## config.mk

```make
export PLATFORM = sky130hd
export DESIGN_NAME = jans_front
export DESIGN_NICKNAME = d
export VERILOG_FILES = /design/src/hw/rtl/jans_pkg.sv /design/src/hw/rtl/jans_front.sv
export SDC_FILE = /design/constraint.sdc
export NUM_CORES = 2
export LEC_CHECK = 0
export BUFFER_PORTS_ARGS = -buffer_cell sky130_fd_sc_hd__buf_2
export CORE_ASPECT_RATIO = 0.75
export CORE_UTILIZATION = 52
export CTS_CLUSTER_DIAMETER = 30
export DETAILED_ROUTE_END_ITERATION = 10
export GPL_TIMING_DRIVEN = 0
export PLACE_DENSITY = 0.75
export SYNTH_ARGS = -nofsm -noshare
export SYNTH_HDL_FRONTEND = slang
export SYNTH_SLANG_ARGS = --single-unit
```

## constraint.sdc

```tcl
create_clock -name aclk -period 26.7 [get_ports aclk]
set_input_delay 4.005 -clock aclk [delete_from_list [all_inputs] [get_ports aclk]]
set_output_delay 4.005 -clock aclk [all_outputs]
set_load 0.005 [all_outputs]
```

## src/hw/rtl/jans_pkg.sv

```systemverilog
package jans_pkg;

    // Fixed-point constants
    localparam logic [16:0] ONE_Q16     = 17'd65536;
    localparam logic [23:0] ONE_Q16_24  = 24'd65536;
    localparam logic [19:0] US_PER_S    = 20'd1000000;

    // Register reset values
    localparam logic [16:0] RST_EMA_ALPHA = 17'd13107;
    localparam logic [30:0] RST_JERK_LIM  = 31'd3276800;
    localparam logic [30:0] RST_ANG_LIM   = 31'd655360;
    localparam logic [23:0] RST_CEILING   = 24'd655360;

    // Register indexes
    localparam int          CFG_IDX_W       = 8;
    localparam logic [7:0]  REG_EMA_ALPHA   = 8'd0;
    localparam logic [7:0]  REG_JERK_LIMIT  = 8'd1;
    localparam logic [7:0]  REG_ANG_LIMIT   = 8'd2;
    localparam logic [7:0]  REG_CEILING     = 8'd3;

    // Queue between front and back
    localparam int QUEUE_DEPTH = 2;

    // Sum of squared average changes for both groups, plus interval
    typedef struct packed {
        logic [65:0] acc_sq;
        logic [65:0] gyr_sq;
        logic [19:0] dt;
    } qent_t;

    // Lane status toward the top level
    typedef struct packed {
        logic idle;
        logic done;
    } lane_stat_t;

    // Lane control from the top level
    typedef struct packed {
        logic start;
        logic ack;
    } lane_ctl_t;

endpackage

```

## src/hw/rtl/jans_front.sv

```systemverilog
module jans_front (
    input  logic            aclk,
    input  logic            aresetn,
    input  logic            s_tvalid,
    output logic            s_tready,
    input  logic [215:0]    s_tdata,
    input  logic [16:0]     alpha,
    output logic            push,
    output jans_pkg::qent_t push_data,
    input  logic            queue_full
);
    typedef enum logic [2:0] {
        F_IDLE, F_MUL, F_DIF, F_SQR, F_ACC, F_PUSH
    } front_state_t;

    front_state_t        state_reg, state_next;
    logic                primed_reg, primed_next;
    logic [2:0]          axis_reg, axis_next;
    logic [31:0]         smp_reg [6];
    logic [31:0]         smp_next [6];
    logic [31:0]         avg_reg [6];
    logic [31:0]         avg_next [6];
    logic [19:0]         dt_reg, dt_next;
    logic signed [50:0]  p_reg, p_next;
    logic [32:0]         dmag_reg, dmag_next;
    logic [65:0]         sq_reg, sq_next;
    logic [65:0]         sum_reg, sum_next;
    logic [65:0]         asum_reg, asum_next;

    logic [16:0]         alpha_eff;
    logic signed [32:0]  diff;
    logic signed [50:0]  p_rnd;
    logic signed [34:0]  d;
    logic [34:0]         d_abs;
    logic                accept;

    assign s_tready  = (state_reg == F_IDLE);
    assign accept    = s_tvalid && s_tready;
    assign alpha_eff = (alpha > jans_pkg::ONE_Q16) ? jans_pkg::ONE_Q16 : alpha;
    assign push      = (state_reg == F_PUSH);
    assign push_data = '{acc_sq: asum_reg, gyr_sq: sum_reg, dt: dt_reg};

    // EMA step: change d = floor((alpha*(x-avg) + half) / 2^16)
    assign diff  = $signed({smp_reg[axis_reg][31], smp_reg[axis_reg]})
                 - $signed({avg_reg[axis_reg][31], avg_reg[axis_reg]});
    assign p_rnd = p_reg + 51'sd32768;
    assign d     = p_rnd[50:16];
    assign d_abs = d[34] ? 35'(-d) : 35'(d);

    always_comb begin
        state_next  = state_reg;
        primed_next = primed_reg;
        axis_next   = axis_reg;
        smp_next    = smp_reg;
        avg_next    = avg_reg;
        dt_next     = dt_reg;
        p_next      = p_reg;
        dmag_next   = dmag_reg;
        sq_next     = sq_reg;
        sum_next    = sum_reg;
        asum_next   = asum_reg;
        case (state_reg)
            F_IDLE: begin
                if (accept) begin
                    for (int i = 0; i < 6; i++) begin
                        smp_next[i] = s_tdata[32*i +: 32];
                        // first sample primes the averages
                        if (!primed_reg) begin
                            avg_next[i] = s_tdata[32*i +: 32];
                        end
                    end
                    dt_next     = s_tdata[211:192];
                    primed_next = 1'b1;
                    axis_next   = '0;
                    sum_next    = '0;
                    state_next  = F_MUL;
                end
            end
            F_MUL: begin
                p_next     = $signed({1'b0, alpha_eff}) * diff;
                state_next = F_DIF;
            end
            F_DIF: begin
                avg_next[axis_reg] = avg_reg[axis_reg] + d[31:0];
                dmag_next          = d_abs[32:0];
                state_next         = F_SQR;
            end
            F_SQR: begin
                sq_next    = 66'(dmag_reg) * 66'(dmag_reg);
                state_next = F_ACC;
            end
            F_ACC: begin
                if (axis_reg == 3'd2) begin
                    asum_next = sum_reg + sq_reg;
                    sum_next  = '0;
                end else begin
                    sum_next  = sum_reg + sq_reg;
                end
                if (axis_reg == 3'd5) begin
                    state_next = F_PUSH;
                end else begin
                    axis_next  = axis_reg + 1'b1;
                    state_next = F_MUL;
                end
            end
            F_PUSH: begin
                if (!queue_full) begin
                    state_next = F_IDLE;
                end
            end
            default: state_next = F_IDLE;
        endcase
    end

    always_ff @(posedge aclk) begin
        if (!aresetn) begin
            state_reg  <= F_IDLE;
            primed_reg <= 1'b0;
            axis_reg   <= '0;
            for (int i = 0; i < 6; i++) begin
                avg_reg[i] <= '0;
            end
        end else begin
            state_reg  <= state_next;
            primed_reg <= primed_next;
            axis_reg   <= axis_next;
            avg_reg    <= avg_next;
        end
        smp_reg  <= smp_next;
        dt_reg   <= dt_next;
        p_reg    <= p_next;
        dmag_reg <= dmag_next;
        sq_reg   <= sq_next;
        sum_reg  <= sum_next;
        asum_reg <= asum_next;
    end

endmodule

```

==> impl_summary.txt <==
----------------------------------------------------
[Logic synthesis]
  Number of distinct library cells after synthesis ... 88
  Number of enable-type register cells in the synthesized netlist ... 478
  Share of synthesized registers carrying an async set or reset ... 0
  Area of the mapped netlist ... 0.0827 mm²
  Cells after synthesis ... 8577
  Biggest area contributors in the synthesized netlist ... sky130_fd_sc_hd__fa_1 34%, sky130_fd_sc_hd__edfxtp_1 17%, sky130_fd_sc_hd__ha_1 7.9%
  Library cell with the largest summed area after synthesis ... sky130_fd_sc_hd__fa_1
  Most repeated cell in the gate-level netlist after synthesis ... sky130_fd_sc_hd__inv_1
  Top cells by count, synth ... 1714 x sky130_fd_sc_hd__inv_1, 1396 x sky130_fd_sc_hd__fa_1, 843 x sky130_fd_sc_hd__nand2_1, 519 x sky130_fd_sc_hd__ha_1, 478 x sky130_fd_sc_hd__edfxtp_1
  Total of warnings raised by yosys ... 0
  Net count after synthesis ... 10700
  Main flop type after synthesis ... sky130_fd_sc_hd__edfxtp_1
  Average cell area after synthesis ... 9.64 µm²
  Synth top area share ... 0.338
  Sequential share of the synthesized area ... 0.222
  Flip-flop and latch count after synthesis ... 677

[Timing]
  Highest Clock Rate ... 0.0633 GHz
  Share of the clock period used by the worst path ... 0.592
  Endpoints failing hold ... 0
  Clock period minus final worst setup slack ... 15800 ps
  Aggregate negative setup slack ... 0 ps
  Worst clock skew ... 87.0 ps
  Worst hold margin ... 491 ps
  RSZ-0062 raised after global routing ... false
  Setup-failing EPs final ... 0
  Post-route worst setup slack ... 10900 ps
  Headroom to the max-slew limit ... -0.0265
  Slew of the pin with the lowest slew margin ... 1530 ps
  Count of pins over their slew limit ... 17

[CTS]
  Clock tree from TritonCTS ... done
  Clock Latency Late Sink ... 760 ps
  Maximum count of clock buffers along a single path ... 3
  # hold bufs at CTS ... 0
  Gates resized, CTS repair ... 0
  H-tree Lvls ... 3
  Number of clock sinks ... 677
  Reg clk slew, reported paths ... 70 ps
  Buffer cell driving the clock tree root ... sky130_fd_sc_hd__clkbuf_16
  TritonCTS buffer count ... 96
  Setup fix buffers added after clock tree synthesis ... 0

[Route]
  Number of routed nets with antenna violations ... 0
  Initial drt markers ... 7796
  Remaining DRCs ... 0
  Post-detailed-route via-to-cell ratio ... 5.94
  Routed vias ... 67000
  Wl on met1 ... 113000 µm
  Highest metal layer used by the detailed router ... met5
  Met3 Wirelength ... 37000 µm
  WL met2 ... 125000 µm
  Wire length after detailed routing ... 294000 µm
  Iteration count of the initial detailed-routing pass ... 6
  Detailed-route wire length per cell ... 26.0 µm

[Critical path]
  Category of the critical setup timing path ... reg -> reg
  Critical Path Fanout Max ... 10
  Required arrival time at the worst endpoint ... 27180 ps
  Worst Setup Start Kind ... flop
  Most frequent cell on the critical path ... sky130_fd_sc_hd__fa_1
  CP max stage delay ... 1110 ps
  Critical Path AT ... 16280 ps
  Worst-path cell with the longest stage delay ... sky130_fd_sc_hd__buf_1
  Critical Path Sink Type ... flop

[GRT]
  Leftover overflow at the end of global routing ... 0
  Largest net degree at the start of global routing ... 131
  First-pass GRT wire length ... 432000 µm
  Overall global routing resource usage ... 0.365
  Number of antenna violations at the first check in global routing ... 18
  Number of global-route vias before repair ... 67700

[Floorplanning]
  Floorplan row count ... 126
  Floorplan die area ... 0.161 mm²
  Floorplan Core Area ... 0.158 mm²
  Starting density of the core ... 0.525
  Width of the chip ... 462 µm
  I/O pins ... 391
  Height of the die ... 347 µm

[Placed design]
  Worst slack, placed ... 11700 ps
  Post-detail-place hpwl ... 238000 µm
  # port buffers ... 385
  Cell area after placement ... 0.0875 mm²
  Final estimated routing congestion in global placement ... 1.04

[Outcome]
  Status ... finished, violations left
  Violated checks ... capacitance limit, slew limit

[Final layout]
  Final std cell area, no fill ... 0.0909 mm²
  Post-layout net count ... 11200
  Flip-flop and latch area ... 0.0183 mm²
  Proportion of layout cells with a drive suffix above 1 ... 0.0721
  Fill cells ... 13800
  Area used by multi-input combinational logic ... 0.0564 mm²
  Area growth syn-to-layout ... 9.93%

[Min path]
  Class of the worst hold path ... reg -> reg

[Flow run]
  Reported max-cap violation count ... 3

----------------------------------------------------
metal layers:
metal / GRT usage / vias to the layer above
met5: 0 / -
met4: 0.194 / 12
met3: 0.114 / 857
met2: 0.535 / 4258
met1: 0.485 / 33500
li1: - / 28400
final timing paths:
kind	from	to	slack, ps	cells past startpoint
max reg2reg	axis_reg[0]$_SDFFE_PN0P_	p_reg[46]$_DFFE_PN_	10900	39
min	avg_reg[69]$_SDFFE_PN0P_	avg_reg[69]$_SDFFE_PN0P_	490	2
min reg2reg	avg_reg[69]$_SDFFE_PN0P_	avg_reg[69]$_SDFFE_PN0P_	490	2
max	axis_reg[0]$_SDFFE_PN0P_	p_reg[46]$_DFFE_PN_	10900	39
stage by stage:
step,instances,utilization
6_report,11300,0.577
5_1_grt,11300,0.577
4_1_cts,11300,0.576
3_5_place_dp,11100,0.555
3_3_place_gp,11100,0.554
2_1_floorplan,8577,-
cell families (layout without fill, tap and decap cells):
family | count (synthesis) | after routing | synth area share
and+or+nand+nor | 2179 | 2179 | 0.123
buffers and inverters | 2115 | 2695 | 0.0964
adders and majority gates | 1915 | 1915 | 0.416
AOI/OAI and AO/OA | 1369 | 1369 | 0.108
DFF | 677 | 677 | 0.222
xor gates and xnor gates | 315 | 315 | 0.0336
muxes | 7 | 7 | 0.000878
other | 0 | 11 | 0
worst max-delay path: cells and delay by family (launching register included):
family                   cells  cell delay (ps)
AO/OA/AOI/OAI               14             4240
adder cells (fa/ha/maj)      9             4190
buffers and inverters        8             4000
AND/OR/NAND/NOR              6             1840
XOR/XNOR                     2              720
flip-flops                   1              570
cell type report:
class,instances,share of cell area
clock buffers,104,0.0275
plain buffers,394,0.0166
flip-flops and latches,677,0.202
diodes,11,0.000303
well taps,2112,0.0291
repair buffers,399,0.0233
multi-input cells,5785,0.621
inverters,1721,0.0712
clock inverters,77,0.00933
cell usage in the layout (no fill, tap or decap), types with 82 or more instances in the layout:
cell / count
sky130_fd_sc_hd__inv_1: 1713
sky130_fd_sc_hd__fa_1: 1396
sky130_fd_sc_hd__nand2_1: 843
sky130_fd_sc_hd__ha_1: 519
sky130_fd_sc_hd__edfxtp_1: 478
sky130_fd_sc_hd__nor2_1: 462
sky130_fd_sc_hd__buf_2: 402
sky130_fd_sc_hd__a21oi_1: 392
sky130_fd_sc_hd__and2_1: 368
sky130_fd_sc_hd__clkbuf_1: 355
sky130_fd_sc_hd__o21ai_0: 260
sky130_fd_sc_hd__xnor2_1: 201
sky130_fd_sc_hd__dfxtp_1: 199
sky130_fd_sc_hd__a22oi_1: 194
sky130_fd_sc_hd__nand3_1: 125
sky130_fd_sc_hd__xor2_1: 107
sky130_fd_sc_hd__a21o_1: 104
sky130_fd_sc_hd__clkbuf_16: 97
sky130_fd_sc_hd__and3_1: 82
Power is left out: the tool's default activity adds up to more than one toggle a clock period on the data nets, which glitch-free logic cannot reach.
