File: config.mk
export PLATFORM = sky130hd
export DESIGN_NAME = jans_lane
export DESIGN_NICKNAME = d
export VERILOG_FILES = /design/src/hw/rtl/jans_pkg.sv /design/src/hw/rtl/jans_lane.sv
export SDC_FILE = /design/constraint.sdc
export NUM_CORES = 2
export LEC_CHECK = 0
export ABC_CLOCK_PERIOD_IN_PS = 16400
export BUFFER_PORTS_ARGS = -buffer_cell sky130_fd_sc_hd__buf_2
export CORE_UTILIZATION = 40
export DETAILED_ROUTE_END_ITERATION = 8
export HOLD_SLACK_MARGIN = 0.05
export PLACE_DENSITY = 0.65
export SKIP_CTS_REPAIR_TIMING = 1
export SYNTH_ARGS = -nofsm -noshare
export SYNTH_HDL_FRONTEND = slang
export SYNTH_SLANG_ARGS = --single-unit
export TNS_END_PERCENT = 20
File: constraint.sdc
create_clock -name aclk -period 16.4 [get_ports aclk]
set_input_delay 0.82 -clock aclk [delete_from_list [all_inputs] [get_ports aclk]]
set_output_delay 0.82 -clock aclk [all_outputs]
set_load 0.01 [all_outputs]
File: src/hw/rtl/jans_pkg.sv
package jans_pkg;

    // Fixed-point constants
    localparam logic [16:0] ONE_Q16     = 17'd65536;
    localparam logic [23:0] ONE_Q16_24  = 24'd65536;
    localparam logic [19:0] US_PER_S    = 20'd1000000;

    // Register reset values
    localparam logic [16:0] RST_EMA_ALPHA = 17'd13107;
    localparam logic [30:0] RST_JERK_LIM  = 31'd3276800;
    localparam logic [30:0] RST_ANG_LIM   = 31'd655360;
    localparam logic [23:0] RST_CEILING   = 24'd655360;

    // Register indexes
    localparam int          CFG_IDX_W       = 8;
    localparam logic [7:0]  REG_EMA_ALPHA   = 8'd0;
    localparam logic [7:0]  REG_JERK_LIMIT  = 8'd1;
    localparam logic [7:0]  REG_ANG_LIMIT   = 8'd2;
    localparam logic [7:0]  REG_CEILING     = 8'd3;

    // Queue between front and back
    localparam int QUEUE_DEPTH = 2;

    // Sum of squared average changes for both groups, plus interval
    typedef struct packed {
        logic [65:0] acc_sq;
        logic [65:0] gyr_sq;
        logic [19:0] dt;
    } qent_t;

    // Lane status toward the top level
    typedef struct packed {
        logic idle;
        logic done;
    } lane_stat_t;

    // Lane control from the top level
    typedef struct packed {
        logic start;
        logic ack;
    } lane_ctl_t;

endpackage

File: src/hw/rtl/jans_lane.sv
module jans_lane (
    input  logic                  aclk,
    input  logic                  aresetn,
    input  jans_pkg::lane_ctl_t   ctl,
    input  logic [65:0]           sum_sq,
    input  logic [19:0]           dt,
    input  logic [30:0]           limit,
    input  logic [23:0]           ceiling,
    output jans_pkg::lane_stat_t  stat,
    output logic [23:0]           scale
);
    typedef enum logic [3:0] {
        L_IDLE, L_SQRT, L_MUL, L_DIV1, L_CMP, L_DIV2, L_SQR, L_CAP, L_DONE
    } lane_state_t;

    lane_state_t   state_reg, state_next;
    logic [5:0]    cnt_reg, cnt_next;
    logic [67:0]   s_reg, s_next;
    logic [36:0]   rem_reg, rem_next;
    logic [33:0]   root_reg, root_next;
    logic [19:0]   dt_reg, dt_next;
    logic [53:0]   q_reg, q_next;
    logic [30:0]   drem_reg, drem_next;
    logic [30:0]   dvs_reg, dvs_next;
    logic [41:0]   sq_reg, sq_next;
    logic [23:0]   scale_reg, scale_next;

    logic [36:0]   rem_sh;
    logic [35:0]   trial;
    logic [31:0]   drem_sh;
    logic          dge;
    logic [30:0]   lim_eff;
    logic [23:0]   ceil_eff;
    logic [35:0]   lim_x32;
    logic [25:0]   s_scaled;

    assign stat.idle = (state_reg == L_IDLE);
    assign stat.done = (state_reg == L_DONE);
    assign scale     = scale_reg;

    // Square root, two bits of the radicand per step
    assign rem_sh = {rem_reg[34:0], s_reg[67:66]};
    assign trial  = {root_reg, 2'b01};

    // Restoring divide, one quotient bit per step
    assign drem_sh = {drem_reg, q_reg[53]};
    assign dge     = (drem_sh >= {1'b0, dvs_reg});

    assign lim_eff  = (limit == '0) ? 31'd1 : limit;
    assign ceil_eff = (ceiling < jans_pkg::ONE_Q16_24) ? jans_pkg::ONE_Q16_24 : ceiling;
    assign lim_x32  = {lim_eff, 5'b0};
    assign s_scaled = sq_reg[41:16];

    always_comb begin
        state_next = state_reg;
        cnt_next   = cnt_reg;
        s_next     = s_reg;
        rem_next   = rem_reg;
        root_next  = root_reg;
        dt_next    = dt_reg;
        q_next     = q_reg;
        drem_next  = drem_reg;
        dvs_next   = dvs_reg;
        sq_next    = sq_reg;
        scale_next = scale_reg;
        case (state_reg)
            L_IDLE: begin
                if (ctl.start) begin
                    s_next     = {2'b0, sum_sq};
                    rem_next   = '0;
                    root_next  = '0;
                    dt_next    = dt;
                    cnt_next   = '0;
                    state_next = L_SQRT;
                end
            end
            L_SQRT: begin
                s_next = {s_reg[65:0], 2'b00};
                if (rem_sh >= {1'b0, trial}) begin
                    rem_next  = rem_sh - {1'b0, trial};
                    root_next = {root_reg[32:0], 1'b1};
                end else begin
                    rem_next  = rem_sh;
                    root_next = {root_reg[32:0], 1'b0};
                end
                if (cnt_reg == 6'd33) begin
                    state_next = L_MUL;
                end else begin
                    cnt_next = cnt_reg + 1'b1;
                end
            end
            L_MUL: begin
                // short interval gives rate zero
                cnt_next  = '0;
                drem_next = '0;
                dvs_next  = {11'b0, dt_reg};
                if (dt_reg > 20'd1) begin
                    q_next     = 54'(root_reg) * 54'(jans_pkg::US_PER_S);
                    state_next = L_DIV1;
                end else begin
                    q_next     = '0;
                    state_next = L_CMP;
                end
            end
            L_DIV1, L_DIV2: begin
                q_next    = {q_reg[52:0], dge};
                drem_next = dge ? 31'(drem_sh - {1'b0, dvs_reg}) : drem_sh[30:0];
                if (cnt_reg == 6'd53) begin
                    state_next = (state_reg == L_DIV1) ? L_CMP : L_SQR;
                end else begin
                    cnt_next = cnt_reg + 1'b1;
                end
            end
            L_CMP: begin
                cnt_next  = '0;
                drem_next = '0;
                dvs_next  = lim_eff;
                if (q_reg <= 54'(lim_eff)) begin
                    scale_next = jans_pkg::ONE_Q16_24;
                    state_next = L_DONE;
                end else if (q_reg >= 54'(lim_x32)) begin
                    scale_next = ceil_eff;
                    state_next = L_DONE;
                end else begin
                    // rate below 2^36 here, ratio in Q.16
                    q_next     = {2'b0, q_reg[35:0], 16'b0};
                    state_next = L_DIV2;
                end
            end
            L_SQR: begin
                sq_next    = 42'(q_reg[20:0]) * 42'(q_reg[20:0]);
                state_next = L_CAP;
            end
            L_CAP: begin
                scale_next = (s_scaled > 26'(ceil_eff)) ? ceil_eff : s_scaled[23:0];
                state_next = L_DONE;
            end
            L_DONE: begin
                if (ctl.ack) begin
                    state_next = L_IDLE;
                end
            end
            default: state_next = L_IDLE;
        endcase
    end

    always_ff @(posedge aclk) begin
        if (!aresetn) begin
            state_reg <= L_IDLE;
            cnt_reg   <= '0;
        end else begin
            state_reg <= state_next;
            cnt_reg   <= cnt_next;
        end
        s_reg     <= s_next;
        rem_reg   <= rem_next;
        root_reg  <= root_next;
        dt_reg    <= dt_next;
        q_reg     <= q_next;
        drem_reg  <= drem_next;
        dvs_reg   <= dvs_next;
        sq_reg    <= sq_next;
        scale_reg <= scale_next;
    end

endmodule

==> results.txt <==
The run finished, with violations left. The final reports fail on design-rule violations. The signal on the critical path passes through and2_1 > inv_1 > fa_1 > inv_1 > fa_1 > inv_1 > fa_1 > inv_1 > fa_1 > fa_1 > fa_1 > inv_1 > fa_1 > inv_1 > ha_1 > nand2_1 > nor3_1 > nand3_1 > o211ai_1 > a41oi_1 > a21boi_0 > a21oi_1 > o21bai_1 > xor2_1. The type of the most critical hold path is input pin to register. inv_1 is the most common cell in the netlist. The post-synthesis instance area came out at 39200 um2.

The area share of the leading cell type in the synthesized netlist is 0.247. The remaining global-route overflow is 0. The aggregate global-route resource usage is 0.188. TritonCTS built the clock tree. The initial utilization of the core area, before any placement, comes to 0.405. The number of failing setup endpoints in the final timing report is 0. The category of the most critical setup path is register to register. The floorplan row count is 114. The slew at the pin closest to its max-slew limit is 1.18 ns. The count of nets after finishing is 5197. The number of vias per cell came out at 5.16.

The later-pin clock latency in the skew report is 0.60 ns. For this run, design rule violations remaining after detail routing come to 12. The post-synthesis area per instance is 9.75 um2. Clock skew on the completed layout was measured at 0.0199 ns.

The peak fanout along the critical path came out at 24. The final-report max-slew violation count is 0. The detailed placer's ending HPWL came out at 72700 um. TritonCTS created 42 clock buffers.

The count of maximum capacitance violations is 0. The primary flip-flop cell chosen by synthesis mapping is edfxtp_1. The maximum number of pins on one net before global-route repair is 92. The first detailed-routing pass took 7 iterations. The largest buffer count on any clock path came out at 3. Counting instances in the post-synthesis netlist gives the leading cell types as inv_1 (746), ha_1 (467), nand2_1 (464).

The count of port buffers added during placement is 170. The count of cell types in the netlist is 83. Wires add up to 92200 um.

The fmax came out at 0.123 GHz. The worst relative slew slack came out at 0.213. The endpoint kind of the worst setup timing path is a register.

The critical path startpoint category is a register. The share of layout cells above drive strength 1 is 0.0786. The buffering stage count on the worst path with inverters included came out at 6. The wire length of the first global-routing pass came out at 149000 um.

edfxtp_1 takes more of the synthesized area than any other cell. The synthesized instance count is 4020. For the worst setup path, the data required time is 16.73 ns.

The tree is rooted in a clkbuf_16. Setup repair after global routing left no endpoint under its margin. The number of top-level pins is 171. The count of flip-flops with a built-in enable after synthesis came out at 323. In this design, the critical path's most frequently occurring cell is fa_1. The delay contributed by the slowest stage of the critical path came out at 0.98 ns. The CTS H-tree depth came out at 2. For this run, the register share of the synthesized area comes to 0.253.

The part of the cycle the worst path needs is 0.495. The number of nets in the synthesized netlist came out at 5092. The last weighted congestion value of the routability-driven placer came out at 0.884. The area growth from synthesis to layout came out at 9.14%. The initial antenna violation count came out at 2. The count of clock tree sinks came out at 333. The per-cell routed wire length is 17.0 um. The overall die height is 315 um. The worst path arrival time is 8.45 ns. The fraction of synthesis flops using an asynchronous set or reset pin came out at 0. The via count of the first global-routing pass came to 28700. The total vias in the final route came out at 28000.

Clock-pin slew was measured on the worst setup and hold paths at 0.06 ns. The number of DRC markers in iteration 0 came out at 1592. Subtracting the final worst setup slack from the clock period gives 8.12 ns. The number of flip-flops in the largest register came out at 68. The cell family contributing the most delay on the critical path is adder cells. In the final timing run, aggregate negative setup slack is 0 ns. The die is 315 um wide. The floorplan step defined a core boundary enclosing 96900 um2. Yosys printed 0 warnings.

The slowest stage of the critical path is the edfxtp_1 cell. The area of the die came out at 99200 um2. By area the synthesized netlist is led by edfxtp_1 (25%), fa_1 (23%), ha_1 (15%). In this run the remaining antenna-violating nets after routing total 0.

The total count of hold-check failures in the final report was 0. The flip-flop and latch count after synthesis came out at 333.
metal layers:
layer  part of all wire  track usage  vias up
met1               0.45        0.249    13700
met5            0.00014            0        -
met2               0.48        0.315      598
met4              0.031       0.0595        2
met3              0.044       0.0262      141
li1                   -            -    13600
layout make-up:
class	count	area, um2
Timing Repair Buffer	199	1070
Fill cell	9272	54100
Antenna cell	1	2.50
Sequential cell	333	9900
Clock buffer	50	1100
Multi-Input combinational cell	2802	25900
Tap cell	1276	1600
Inverter	747	2800
Clock inverter	27	362
worst reg2reg max path, stage by stage, from the launching register on:
cell	delay [ns]
edfxtp_1	0.98
and2_1	0.29
inv_1	0.07
fa_1	0.53
inv_1	0.05
fa_1	0.50
inv_1	0.05
fa_1	0.48
inv_1	0.06
fa_1	0.50
fa_1	0.52
fa_1	0.57
inv_1	0.06
fa_1	0.52
inv_1	0.04
ha_1	0.40
nand2_1	0.09
nor3_1	0.24
nand3_1	0.11
o211ai_1	0.49
a41oi_1	0.39
a21boi_0	0.48
a21oi_1	0.17
o21bai_1	0.17
xor2_1	0.08
final timing paths:
kind	slack, ns	depth (start not counted)	endpoint	start
setup reg to reg	8.28	24	sq_reg[31]	q_reg[5]
hold reg to reg	0.47	1	cnt_reg[5]	cnt_reg[5]
hold / removal	0.39	1	dt_reg[0]	dt[0]
setup / recovery	8.28	24	sq_reg[31]	q_reg[5]
cell usage in the layout, fill, tap and decap left out, types with 24 or more instances in the layout:
cell / n
o21ai_0: 124
and2_1: 105
nand4_1: 38
fa_1: 460
mux2i_1: 28
ha_1: 467
a21oi_1: 176
nor4_1: 31
nand3_1: 48
xor2_1: 53
o21a_1: 36
a211oi_1: 24
nor2_1: 181
xnor2_1: 70
clkbuf_16: 43
a22oi_1: 37
nor3_1: 32
buf_2: 170
inv_1: 745
a21o_1: 93
buf_4: 29
nor2b_1: 32
nand2_1: 464
edfxtp_1: 323
metrics by stage:
| stage | hold WS, ns | area, um2 | setup WS (ns) | utilization | instances |
|---|---|---|---|---|---|
| 6_report | 0.390 | 42800 | 8.28 | 0.442 | 5435 |
| 5_1_grt | 0.365 | 42800 | 7.72 | 0.442 | 5434 |
| 4_1_cts | 0.352 | 42800 | 8.30 | 0.442 | 5434 |
| 3_5_place_dp | 0.454 | 41300 | 8.34 | 0.427 | 5357 |
| 3_3_place_gp | 0.450 | 41300 | 8.42 | 0.427 | 5357 |
| 2_1_floorplan | 0.431 | 39200 | 9.30 | - | 4020 |
kinds of logic after synthesis:
kind of cell / synth area share
AND/OR/NAND/NOR: 0.123
adder cells (fa/ha/maj): 0.384
buffers and inverters: 0.0864
AO/OA/AOI/OAI: 0.113
flip-flops: 0.253
XOR/XNOR: 0.0275
multiplexers: 0.0135
Power is not shown: default switching activity piles up to over one toggle a cycle in this logic, so the estimate is an artifact.
