[src/hw/rtl/jans_pkg.sv]
package jans_pkg;

    // Fixed-point constants
    localparam logic [16:0] ONE_Q16     = 17'd65536;
    localparam logic [23:0] ONE_Q16_24  = 24'd65536;
    localparam logic [19:0] US_PER_S    = 20'd1000000;

    // Register reset values
    localparam logic [16:0] RST_EMA_ALPHA = 17'd13107;
    localparam logic [30:0] RST_JERK_LIM  = 31'd3276800;
    localparam logic [30:0] RST_ANG_LIM   = 31'd655360;
    localparam logic [23:0] RST_CEILING   = 24'd655360;

    // Register indexes
    localparam int          CFG_IDX_W       = 8;
    localparam logic [7:0]  REG_EMA_ALPHA   = 8'd0;
    localparam logic [7:0]  REG_JERK_LIMIT  = 8'd1;
    localparam logic [7:0]  REG_ANG_LIMIT   = 8'd2;
    localparam logic [7:0]  REG_CEILING     = 8'd3;

    // Queue between front and back
    localparam int QUEUE_DEPTH = 2;

    // Sum of squared average changes for both groups, plus interval
    typedef struct packed {
        logic [65:0] acc_sq;
        logic [65:0] gyr_sq;
        logic [19:0] dt;
    } qent_t;

    // Lane status toward the top level
    typedef struct packed {
        logic idle;
        logic done;
    } lane_stat_t;

    // Lane control from the top level
    typedef struct packed {
        logic start;
        logic ack;
    } lane_ctl_t;

endpackage

[src/hw/rtl/jans_fifo.sv]
module jans_fifo #(
    parameter int DEPTH = jans_pkg::QUEUE_DEPTH
) (
    input  logic            aclk,
    input  logic            aresetn,
    input  logic            push,
    input  jans_pkg::qent_t push_data,
    output logic            full,
    input  logic            pop,
    output jans_pkg::qent_t head,
    output logic            empty
);
    localparam int PTR_W = $clog2(DEPTH);
    localparam int CNT_W = $clog2(DEPTH + 1);

    jans_pkg::qent_t     mem_reg [DEPTH];
    logic [PTR_W-1:0]    wr_ptr_reg, wr_ptr_next;
    logic [PTR_W-1:0]    rd_ptr_reg, rd_ptr_next;
    logic [CNT_W-1:0]    cnt_reg, cnt_next;
    logic                do_push, do_pop;

    assign full    = (cnt_reg == CNT_W'(DEPTH));
    assign empty   = (cnt_reg == '0);
    assign head    = mem_reg[rd_ptr_reg];
    assign do_push = push && !full;
    assign do_pop  = pop && !empty;

    // Pointer and count update
    always_comb begin
        wr_ptr_next = wr_ptr_reg;
        rd_ptr_next = rd_ptr_reg;
        cnt_next    = cnt_reg;
        if (do_push) begin
            wr_ptr_next = (wr_ptr_reg == PTR_W'(DEPTH - 1)) ? '0 : wr_ptr_reg + 1'b1;
        end
        if (do_pop) begin
            rd_ptr_next = (rd_ptr_reg == PTR_W'(DEPTH - 1)) ? '0 : rd_ptr_reg + 1'b1;
        end
        if (do_push && !do_pop) begin
            cnt_next = cnt_reg + 1'b1;
        end else if (do_pop && !do_push) begin
            cnt_next = cnt_reg - 1'b1;
        end
    end

    always_ff @(posedge aclk) begin
        if (!aresetn) begin
            wr_ptr_reg <= '0;
            rd_ptr_reg <= '0;
            cnt_reg    <= '0;
        end else begin
            wr_ptr_reg <= wr_ptr_next;
            rd_ptr_reg <= rd_ptr_next;
            cnt_reg    <= cnt_next;
        end
    end

    // Storage, no reset
    always_ff @(posedge aclk) begin
        if (do_push) begin
            mem_reg[wr_ptr_reg] <= push_data;
        end
    end

endmodule

[config.mk]
export PLATFORM = sky130hd
export DESIGN_NAME = jans_fifo
export DESIGN_NICKNAME = d
export VERILOG_FILES = /design/src/hw/rtl/jans_pkg.sv /design/src/hw/rtl/jans_fifo.sv
export SDC_FILE = /design/constraint.sdc
export NUM_CORES = 1
export LEC_CHECK = 0
export ABC_CLOCK_PERIOD_IN_PS = 7700
export CORE_ASPECT_RATIO = 1.75
export CORE_MARGIN = 2
export CORE_UTILIZATION = 35
export DETAILED_ROUTE_END_ITERATION = 12
export DONT_BUFFER_PORTS = 1
export PLACE_DENSITY_LB_ADDON = 0.3
export SETUP_SLACK_MARGIN = 0.4
export SLEW_MARGIN = 40
export SYNTH_ARGS = -nofsm -noshare
export SYNTH_HDL_FRONTEND = slang
export SYNTH_SLANG_ARGS = --single-unit
[constraint.sdc]
create_clock -name aclk -period 7.7 [get_ports aclk]
set_input_delay 1.54 -clock aclk [delete_from_list [all_inputs] [get_ports aclk]]
set_output_delay 1.54 -clock aclk [all_outputs]
set_load 0.02 [all_outputs]
==> results of run 1 <==
==> layer usage <==
layer | wire length, um | GRT usage | vias to the layer above
met5 | 55 | 0 | -
li1 | - | - | 2017
met3 | 2710 | 0.0642 | 46
met1 | 6460 | 0.104 | 2283
met4 | 742 | 0.0521 | 8
met2 | 12300 | 0.231 | 213
==> area by class of cell <==
cell class,instances,area share
Inverter,2,0.000585
Clock buffer,32,0.0541
Timing Repair Buffer,9,0.00897
Clock inverter,17,0.00984
Sequential cell,309,0.719
Antenna cell,4,0.000780
Multi-Input combinational cell,170,0.167
Tap cell,400,0.0390
==> worst max path at each step <==
stage | from | endpoint | slack [ns] | cells after the start
finish | flip-flop | head[129] | 3.67 | 4
global placement | flip-flop | head[129] | 3.95 | 2
floorplan | push | mem_reg[0][0] | 2.01 | 2
CTS | flip-flop | head[129] | 3.30 | 2
detailed placement | flip-flop | head[129] | 3.88 | 2
global route | flip-flop | head[129] | 3.52 | 4
==> worst max-delay path, cell delays in order (launching register included) <==
cell and delay (ns):
dfxtp_4 0.54, buf_12 0.29, buf_4 0.35, buf_12 0.28, mux2_2 0.44
==> layout by cell type (no fill, tap or decap), drive strengths merged, types with 2 or more instances in the layout <==
cell type  Yosys  layout
edfxtp       304     304
inv            2       2
and2           3       3
nor2           2       2
bufinv         0       2
xnor2          2       2
diode          0       4
mux2         152     152
clkinv         0      15
dfxtp          5       5
o21ai          2       2
clkbuf         0      33
buf           17       8
a21boi         2       2
==> through the flow <==
| stage | power, mW | setup WS (ns) |
|---|---|---|
| after floorplan | 3.26 | 2.01 |
| after global placement | 3.37 | 3.95 |
| after detailed placement | 3.40 | 3.88 |
| after CTS | 4.69 | 3.30 |
| after global routing | 4.81 | 3.52 |
| final | 4.62 | 3.67 |
==> power groups by stage <==
stage	logic [mW]	clock network (mW)	registers, mW
6_report	1.16	1.27	2.19
5_1_grt	1.22	1.38	2.21
4_1_cts	1.15	1.32	2.22
3_5_place_dp	1.15	0	2.26
3_3_place_gp	1.13	0	2.25
2_1_floorplan	1.04	0	2.22
==> cells by family (layout without fill, tap and decap cells) <==
logic type | after synthesis | after routing | share of synthesized area
compound gates | 5 | 5 | 0.00282
xor+xnor | 3 | 3 | 0.00228
fa+ha+maj | 1 | 1 | 0.00109
buf+inv | 19 | 60 | 0.0135
flops | 309 | 309 | 0.801
mux | 152 | 152 | 0.175
other cells | 0 | 4 | 0
simple gates | 9 | 9 | 0.00478
==> impl_metrics.py, run 1 <==
metrics = {
    "worst_setup_path": {
        "cp-start-kind": "flip-flop",
        "cp.required_ns": 6.16,
        "worstRegToRegCells": 4,
        "worstReg2RegEnd": "mem_reg[1][147]",
        "r2r_start": "cnt_reg[0]",
        "cp.arrival_ns": 2.49,
        "worst-r2r-setup-slack_ns": 5.40,
        "setup.worst_path.class": "flip-flop to output port",
        "path_max_fanout": 37,
        "end_kind": "output port",
    },
    "drt": {
        "drc_errors": 0,
        "via_per_inst": 4.84,
        "route.detailed.wl_per_inst_um": 23.6,
        "dr.first_iter.drc_count": 196,
        "dr.pass1.iters": 4,
        "num_vias": 4567,
        "ant_nets": 0,
        "wl_um": 22300,
    },
    "cts": {
        "cts_made_buffers": 27,
        "clkSinkCount": 309,
        "path_clk_slew_ns": 0.06,
        "cts_buffer_depth": 3,
        "h-tree-depth": 1,
        "cts-root-buf": "clkbuf_16",
        "postCtsSetupRepairBufs": 0,
        "ctsResizeCount": 0,
        "cts_tree": "yes",
        "hold_buffers": 0,
        "clkLatencyLatePin_ns": 0.54,
    },
    "sta": {
        "maxSlewViolCount": 0,
        "period_share": 0.523,
        "fmax_mhz": 248,
        "relSlewSlack": 0.472,
        "hold_viol_final": 0,
        "whs_ns": 0.559,
        "tns_ns": 0,
        "tightest_slew_ns": 0.792,
        "rsz0062_at_grt": "no",
        "setup_violations": 0,
        "period_needed_ns": 4.03,
        "clock_skew_ns": 0.0142,
    },
    "power_and_ir_drop": {
        "p_comb_frac": 0.252,
        "p_seq_frac": 0.473,
        "net-switching-power_mw": 1.37,
        "leakagePower_nw": 4.25,
        "max-vdd-ir-drop_mv": 0.271,
        "power-per-cell-area_mw_per_mm2": 360,
        "internal-power_mw": 3.24,
        "clkPwrFrac": 0.275,
        "switching_share": 0.297,
    },
    "synth": {
        "synthTopCellsByCount": "304 x edfxtp_1, 80 x mux2_4, 72 x mux2_2",
        "syn-num-nets": 655,
        "synthTopCellsByArea": "edfxtp_1 79%, mux2_4 10%, mux2_2 7.0%",
        "yosysWarnings": 0,
        "synth_seq_cells": 309,
        "yosysSeqAreaShare": 0.801,
        "yosys.cell_count.top_type": "edfxtp_1",
        "synth-async-reset-ratio": 0,
        "synth_top_area_frac": 0.792,
        "synth_edf_count": 304,
        "synthCells": 498,
        "synth_top_area_cell": "edfxtp_1",
        "synth_area_mm2": 0.0115,
        "ys_types": 21,
        "synth_ff_type": "edfxtp_1",
        "syn_avg_cell_area_um2": 23.1,
    },
    "cells_and_area": {
        "final_cell_area_mm2": 0.0128,
        "ff_latch_area_mm2": 0.00923,
        "multi_input_area_mm2": 0.00215,
        "fillers": 2820,
        "final_core_util": 0.397,
        "final_layout_size_suffix_gt1_frac": 0.373,
        "largest_reg_flops": 304,
        "nNetsFinal": 676,
        "synthToLayoutAreaGrowth_pct": 11.4,
        "layout.cells.non_filler": 943,
    },
    "placement": {
        "dpl.cell_count": 888,
        "gp_congestion": 0.704,
        "dpl_cell_area_mm2": 0.0120,
        "hpwlAfterDp_um": 15200,
        "io_buffer_count": 0,
    },
    "global_route": {
        "grt_usage": 0.123,
        "grt_antenna_before_repair": 5,
        "grt_pass1_wl_um": 31600,
        "grt_max_degree": 90,
        "gr-total-overflow": 0,
        "grt_pass1_vias": 5031,
    },
    "floorplan": {
        "rows": 87,
        "dieArea_mm2": 0.0344,
        "dieHeight_um": 244,
        "core_mm2": 0.0323,
        "boundaryPins": 310,
        "start_util": 0.356,
        "die_width_um": 141,
    },
    "flow_run": {
        "drv_cap": 0,
    },
    "hold_path": {
        "hold_start": "cnt_reg[1]",
        "hold_depth": 2,
        "whs_endpoint": "cnt_reg[1]",
        "hp-class": "flip-flop to flip-flop",
    },
    "status": {
        "status": "finished clean",
    },
}
Note: power is estimated with default switching activity, not from simulation.
==> run 2: changes to the inputs <==
--- a/config.mk
+++ b/config.mk
@@ -5,7 +5,8 @@
 export SDC_FILE = /design/constraint.sdc
 export NUM_CORES = 1
 export LEC_CHECK = 0
-export ABC_CLOCK_PERIOD_IN_PS = 7700
+export ABC_AREA = 1
+export ABC_CLOCK_PERIOD_IN_PS = 4070
 export CORE_ASPECT_RATIO = 1.75
 export CORE_MARGIN = 2
 export CORE_UTILIZATION = 35
==> constraint.sdc (replaced) <==
create_clock -name aclk -period 4.07 [get_ports aclk]
set_input_delay 0.814 -clock aclk [delete_from_list [all_inputs] [get_ports aclk]]
set_output_delay 0.814 -clock aclk [all_outputs]
set_load 0.02 [all_outputs]
==> run 2 against run 1 <==
Against the previous run: clock skew decreased by 0.0061 ns; cell count rose by 1.4%; wire length fell by 5.0%; critical path type unchanged.
==> impl_metrics.py, run 2 <==
metrics = {
    "cts": {
        "cts-root-buf": "clkbuf_16",
        "h-tree-depth": 1,
        "hold_buffers": 0,
        "postCtsSetupRepairBufs": 0,
        "path_clk_slew_ns": 0.06,
        "cts_made_buffers": 28,
        "cts_buffer_depth": 3,
        "cts_tree": "yes",
        "clkLatencyLatePin_ns": 0.54,
        "ctsResizeCount": 0,
        "clkSinkCount": 309,
    },
    "floorplan": {
        "die_width_um": 141,
        "boundaryPins": 310,
        "dieArea_mm2": 0.0345,
        "dieHeight_um": 244,
        "core_mm2": 0.0327,
        "rows": 88,
        "start_util": 0.353,
    },
    "cells_and_area": {
        "num_antenna_cells": 0,
        "layout_common_cells": "304 x edfxtp_1, 80 x mux2_4, 72 x mux2_2, 29 x clkbuf_16",
        "final_core_util": 0.394,
        "layout_commonest_cell": "edfxtp_1",
        "nNetsFinal": 689,
        "synthToLayoutAreaGrowth_pct": 11.8,
        "largest_reg_flops": 304,
        "final_layout_size_suffix_gt1_frac": 0.367,
    },
    "power_and_ir_drop": {
        "internal-power_mw": 6.13,
        "p_comb_frac": 0.222,
        "clkPwrFrac": 0.290,
        "p_seq_frac": 0.488,
        "max-vdd-ir-drop_mv": 0.370,
        "p_total_mw": 8.59,
        "leakagePower_nw": 4.28,
        "power-per-cell-area_mw_per_mm2": 667,
        "net-switching-power_mw": 2.46,
        "switching_share": 0.286,
    },
    "synth": {
        "synthCells": 511,
        "syn-num-nets": 668,
        "syn_avg_cell_area_um2": 22.6,
        "synth_top_area_frac": 0.792,
        "yosys.cell_count.top_type": "edfxtp_1",
        "synth_area_mm2": 0.0115,
        "ys_types": 14,
        "synth-async-reset-ratio": 0,
        "synth_seq_cells": 309,
        "synth_ff_type": "edfxtp_1",
        "yosysWarnings": 0,
        "yosysSeqAreaShare": 0.800,
        "synthTopCellsByCount": "304 x edfxtp_1, 80 x mux2_4, 72 x mux2_2",
        "synth_top_area_cell": "edfxtp_1",
        "synthTopCellsByArea": "edfxtp_1 79%, mux2_4 10%, mux2_2 7.0%",
        "synth_edf_count": 304,
    },
    "sta": {
        "period_share": 0.730,
        "rsz0062_at_grt": "no",
        "whs_ns": 0.362,
        "fmax_mhz": 336,
        "setup_violations": 0,
        "worst_slack_ns": 1.10,
        "relSlewSlack": 0.479,
        "tns_ns": 0,
        "maxSlewViolCount": 0,
        "clock_skew_ns": 0.00814,
        "hold_viol_final": 0,
        "period_needed_ns": 2.97,
        "tightest_slew_ns": 0.782,
    },
    "worst_setup_path": {
        "critPathTopFamily": "flip-flops",
        "crit_path_max_incr_delay_ns": 0.81,
        "cp.arrival_ns": 2.16,
        "worstPathBufferInverterCount": 1,
        "cp.required_ns": 3.26,
        "setup.worst_path.class": "flip-flop to output port",
        "path_max_fanout": 46,
        "crit_path_top_delay_cell": "dfxtp_4",
        "end_kind": "output port",
        "cp-start-kind": "flip-flop",
        "cp_cell_sequence": "buf_12 > mux2_2",
    },
    "drt": {
        "drc_errors": 0,
        "num_vias": 4654,
        "via_per_inst": 4.87,
        "dr.pass1.iters": 4,
        "dr.first_iter.drc_count": 185,
        "ant_nets": 0,
        "wl_um": 21100,
        "route.detailed.wl_per_inst_um": 22.1,
    },
    "global_route": {
        "grt_pass1_vias": 5042,
        "grt_usage": 0.116,
        "gr-total-overflow": 0,
        "grt_antenna_before_repair": 1,
        "grt_pass1_wl_um": 30200,
        "grt_max_degree": 79,
    },
    "placement": {
        "hpwlAfterDp_um": 14600,
        "pre_cts_slack_ns": 1.61,
        "io_buffer_count": 0,
        "gp_congestion": 0.749,
    },
    "flow_run": {
        "drv_cap": 0,
    },
    "hold_path": {
        "hp-class": "input port to flip-flop",
    },
    "status": {
        "status": "finished clean",
    },
}
## run 2: changes by cell type after synthesis, moves of 2 or more
cell / delta
inv_1: +7
nand2_1: +6
nor2_1: +9
o21ai_0: +2
and2_1: -3
xnor2_1: -2
## run 2: final timing paths
kind | start | end | slack [ns] | cells after the start
worst max-delay path | flip-flop | head[22] | 1.10 | 2
worst min-delay path | push_data[89] | mem_reg[0][89] | 0.36 | 0
worst max register to register | cnt_reg[0] | mem_reg[1][122] | 2.34 | 3
worst min register to register | rd_ptr_reg | flip-flop | 0.52 | 2
## run 2: cell families (layout without fill, tap and decap cells)
| family | Yosys count | after routing | synth area share |
|---|---|---|---|
| AOI/OAI and AO/OA | 4 | 4 | 0.00174 |
| adders and majority gates | 1 | 1 | 0.00109 |
| buffers and inverters | 26 | 66 | 0.0157 |
| DFF | 309 | 309 | 0.800 |
| muxes | 152 | 152 | 0.174 |
| and+or+nand+nor | 19 | 19 | 0.00651 |
## run 2: layout make-up
cell class / count / area (um^2)
timing repair buffer: 8 / 109
fill: 2866 / 19800
inverter: 9 / 33.8
clock inverter: 13 / 119
sequential: 309 / 9230
tap: 405 / 507
clock buffer: 36 / 752
multi-input combinational: 176 / 2140
## run 2: metrics by stage
stage	instances	cell area, um^2
final	956	12900
after CTS	956	12900
after detailed placement	907	12000
after global placement	907	12000
after floorplan	511	11500
after global routing	956	12900
## run 2: metal layers
layer	vias to the layer above	wire (um)	share of wire	track usage
met5	-	13	0.00061	0
met4	2	884	0.042	0.0588
met3	51	2320	0.11	0.0521
met2	224	11600	0.55	0.220
met1	2329	6280	0.30	0.0996
li1	2048	-	-	-
## run 2: power groups by stage
stage / combinational, mW / sequential [mW] / clock [mW]
after detailed placement: 1.94 / 4.27 / 0
after global routing: 2.01 / 4.24 / 2.70
after floorplan: 1.72 / 4.19 / 0
after global placement: 1.91 / 4.25 / 0
final: 1.90 / 4.20 / 2.49
after CTS: 1.94 / 4.21 / 2.59
==> run 3: changes to the inputs <==
--- a/config.mk
+++ b/config.mk
@@ -6,7 +6,7 @@
 export NUM_CORES = 1
 export LEC_CHECK = 0
 export ABC_AREA = 1
-export ABC_CLOCK_PERIOD_IN_PS = 4070
+export ABC_CLOCK_PERIOD_IN_PS = 3110
 export CORE_ASPECT_RATIO = 1.75
 export CORE_MARGIN = 2
 export CORE_UTILIZATION = 35
==> constraint.sdc (replaced) <==
create_clock -name aclk -period 3.11 [get_ports aclk]
set_input_delay 0.622 -clock aclk [delete_from_list [all_inputs] [get_ports aclk]]
set_output_delay 0.622 -clock aclk [all_outputs]
set_load 0.02 [all_outputs]
==> run 3 against run 2 <==
Against the previous run: critical path depth is the same; via count shrank 0.26%; die area unchanged; combinational power rose by 38%; clock power up 39%; wire length grew 4.6%; global-route usage is 0.53 points higher; cell count up 0.63%; core utilization up 0.52 points; hold slack worse by 0.20 ns; register-to-register slack lost 0.88 ns; critical endpoint is now head[138]; largest power group unchanged; highest routed layer unchanged.
==> impl_metrics.py, run 3 (synthesis gave the netlist of run 2 again) <==
metrics = {
    "floorplan": {
        "boundaryPins": 310,
        "dieHeight_um": 244,
        "die_width_um": 141,
        "dieArea_mm2": 0.0345,
        "start_util": 0.353,
        "rows": 88,
        "core_mm2": 0.0327,
    },
    "sta": {
        "fmax_mhz": 393,
        "tightest_slew_ns": 0.591,
        "hold_viol_final": 0,
        "period_share": 0.818,
        "tns_ns": 0,
        "relSlewSlack": 0.606,
        "period_needed_ns": 2.54,
        "rsz0062_at_grt": "no",
        "setup_violations": 0,
        "clock_skew_ns": 0.0166,
        "maxSlewViolCount": 0,
    },
    "worst_setup_path": {
        "worstRegToRegCells": 9,
        "cp.arrival_ns": 1.92,
        "end_kind": "output port",
        "setup.worst_path.class": "flip-flop to output port",
        "cp.required_ns": 2.49,
        "cp-start-kind": "flip-flop",
        "path_max_fanout": 35,
    },
    "drt": {
        "dr.pass1.iters": 6,
        "dr.first_iter.drc_count": 232,
        "wl_um": 22100,
        "drc_errors": 0,
        "ant_nets": 0,
        "num_vias": 4642,
        "via_per_inst": 4.83,
        "route.detailed.wl_per_inst_um": 23.0,
    },
    "status": {
        "status": "finished clean",
    },
    "cells_and_area": {
        "largest_reg_flops": 304,
        "layout_common_cells": "304 x edfxtp_1, 80 x mux2_4, 72 x mux2_2, 29 x clkbuf_16, 10 x buf_12",
        "num_antenna_cells": 0,
        "fillers": 2864,
        "nNetsFinal": 692,
        "final_layout_size_suffix_gt1_frac": 0.373,
        "layout_commonest_cell": "edfxtp_1",
        "synthToLayoutAreaGrowth_pct": 13.3,
        "layout.cells.non_filler": 962,
        "final_core_util": 0.399,
        "final_cell_area_mm2": 0.0131,
    },
    "cts": {
        "clkSinkCount": 309,
        "cts_tree": "yes",
        "cts-root-buf": "clkbuf_16",
        "postCtsSetupRepairBufs": 1,
        "h-tree-depth": 1,
        "path_clk_slew_ns": 0.07,
        "hold_buffers": 0,
        "cts_made_buffers": 28,
        "clkLatencyLatePin_ns": 0.55,
        "cts_buffer_depth": 3,
        "ctsResizeCount": 0,
    },
    "power_and_ir_drop": {
        "leakagePower_nw": 4.36,
        "p_comb_frac": 0.228,
        "clkPwrFrac": 0.300,
        "p_seq_frac": 0.472,
        "p_total_mw": 11.6,
        "internal-power_mw": 8.25,
        "switching_share": 0.286,
        "max-vdd-ir-drop_mv": 0.611,
        "power-per-cell-area_mw_per_mm2": 885,
        "net-switching-power_mw": 3.31,
    },
    "global_route": {
        "grt_antenna_before_repair": 3,
        "grt_pass1_vias": 5021,
        "grt_max_degree": 85,
        "grt_usage": 0.121,
        "gr-total-overflow": 0,
        "grt_pass1_wl_um": 31200,
    },
    "placement": {
        "dpl_cell_area_mm2": 0.0121,
        "io_buffer_count": 0,
        "dpl.cell_count": 909,
        "gp_congestion": 0.742,
        "hpwlAfterDp_um": 15000,
    },
    "hold_path": {
        "hp-class": "input port to flip-flop",
        "hold_depth": 0,
    },
    "flow_run": {
        "drv_cap": 0,
    },
}
[run 3: cell count changes in the layout (fill, tap and decap cells not counted)]
cell,previous run,this run
buf_12,3,10
buf_6,3,0
clkbuf_1,7,4
clkinv_1,4,7
bufinv_16,2,4
buf_4,2,1
clkinv_2,4,5
o21ai_2,1,0
o21ai_4,0,1
[run 3: metal layers]
layer  wire length [um]  track usage
met1               6520        0.102
met2              12300        0.235
met3               2290       0.0529
met4                929       0.0574
met5                 46            0
[run 3: critical path: stages (launching register included)]
cell and delay, ns:
dfxtp_4 0.61, buf_12 0.29, mux2_2 0.43
[run 3: path summary, 6_finish.rpt]
check	from	end	slack (ns)
min	push_data[16]	mem_reg[1][16]	0.16
max reg2reg	cnt_reg[0]	cnt_reg[1]	1.46
max	flip-flop	head[138]	0.57
min reg2reg	rd_ptr_reg	flip-flop	0.49
[run 3: per-stage QoR]
step                hold WS (ns)  setup WS [ns]
floorplan                  0.467         -0.267
global placement           0.484          0.977
detailed placement         0.496          0.948
CTS                        0.116          0.488
global route               0.125          0.472
finish                     0.159          0.566
[run 3: power groups by stage]
| stage | registers [mW] | clock network [mW] | logic, mW |
|---|---|---|---|
| 3_3_place_gp | 5.55 | 0 | 2.60 |
| 4_1_cts | 5.47 | 3.59 | 2.70 |
| 5_1_grt | 5.50 | 3.73 | 2.78 |
| 3_5_place_dp | 5.58 | 0 | 2.64 |
| 2_1_floorplan | 5.49 | 0 | 2.26 |
| 6_report | 5.46 | 3.47 | 2.63 |
[run 3: layout make-up]
| cell class | count | area, um^2 | share of cell area |
|---|---|---|---|
| timing repair buffer | 11 | 208 | 0.0159 |
| inverter | 9 | 33.8 | 0.00259 |
| multi-input combinational | 176 | 2150 | 0.164 |
| clock inverter | 19 | 195 | 0.0149 |
| clock buffer | 33 | 741 | 0.0567 |
| tap | 405 | 507 | 0.0388 |
| sequential | 309 | 9230 | 0.707 |
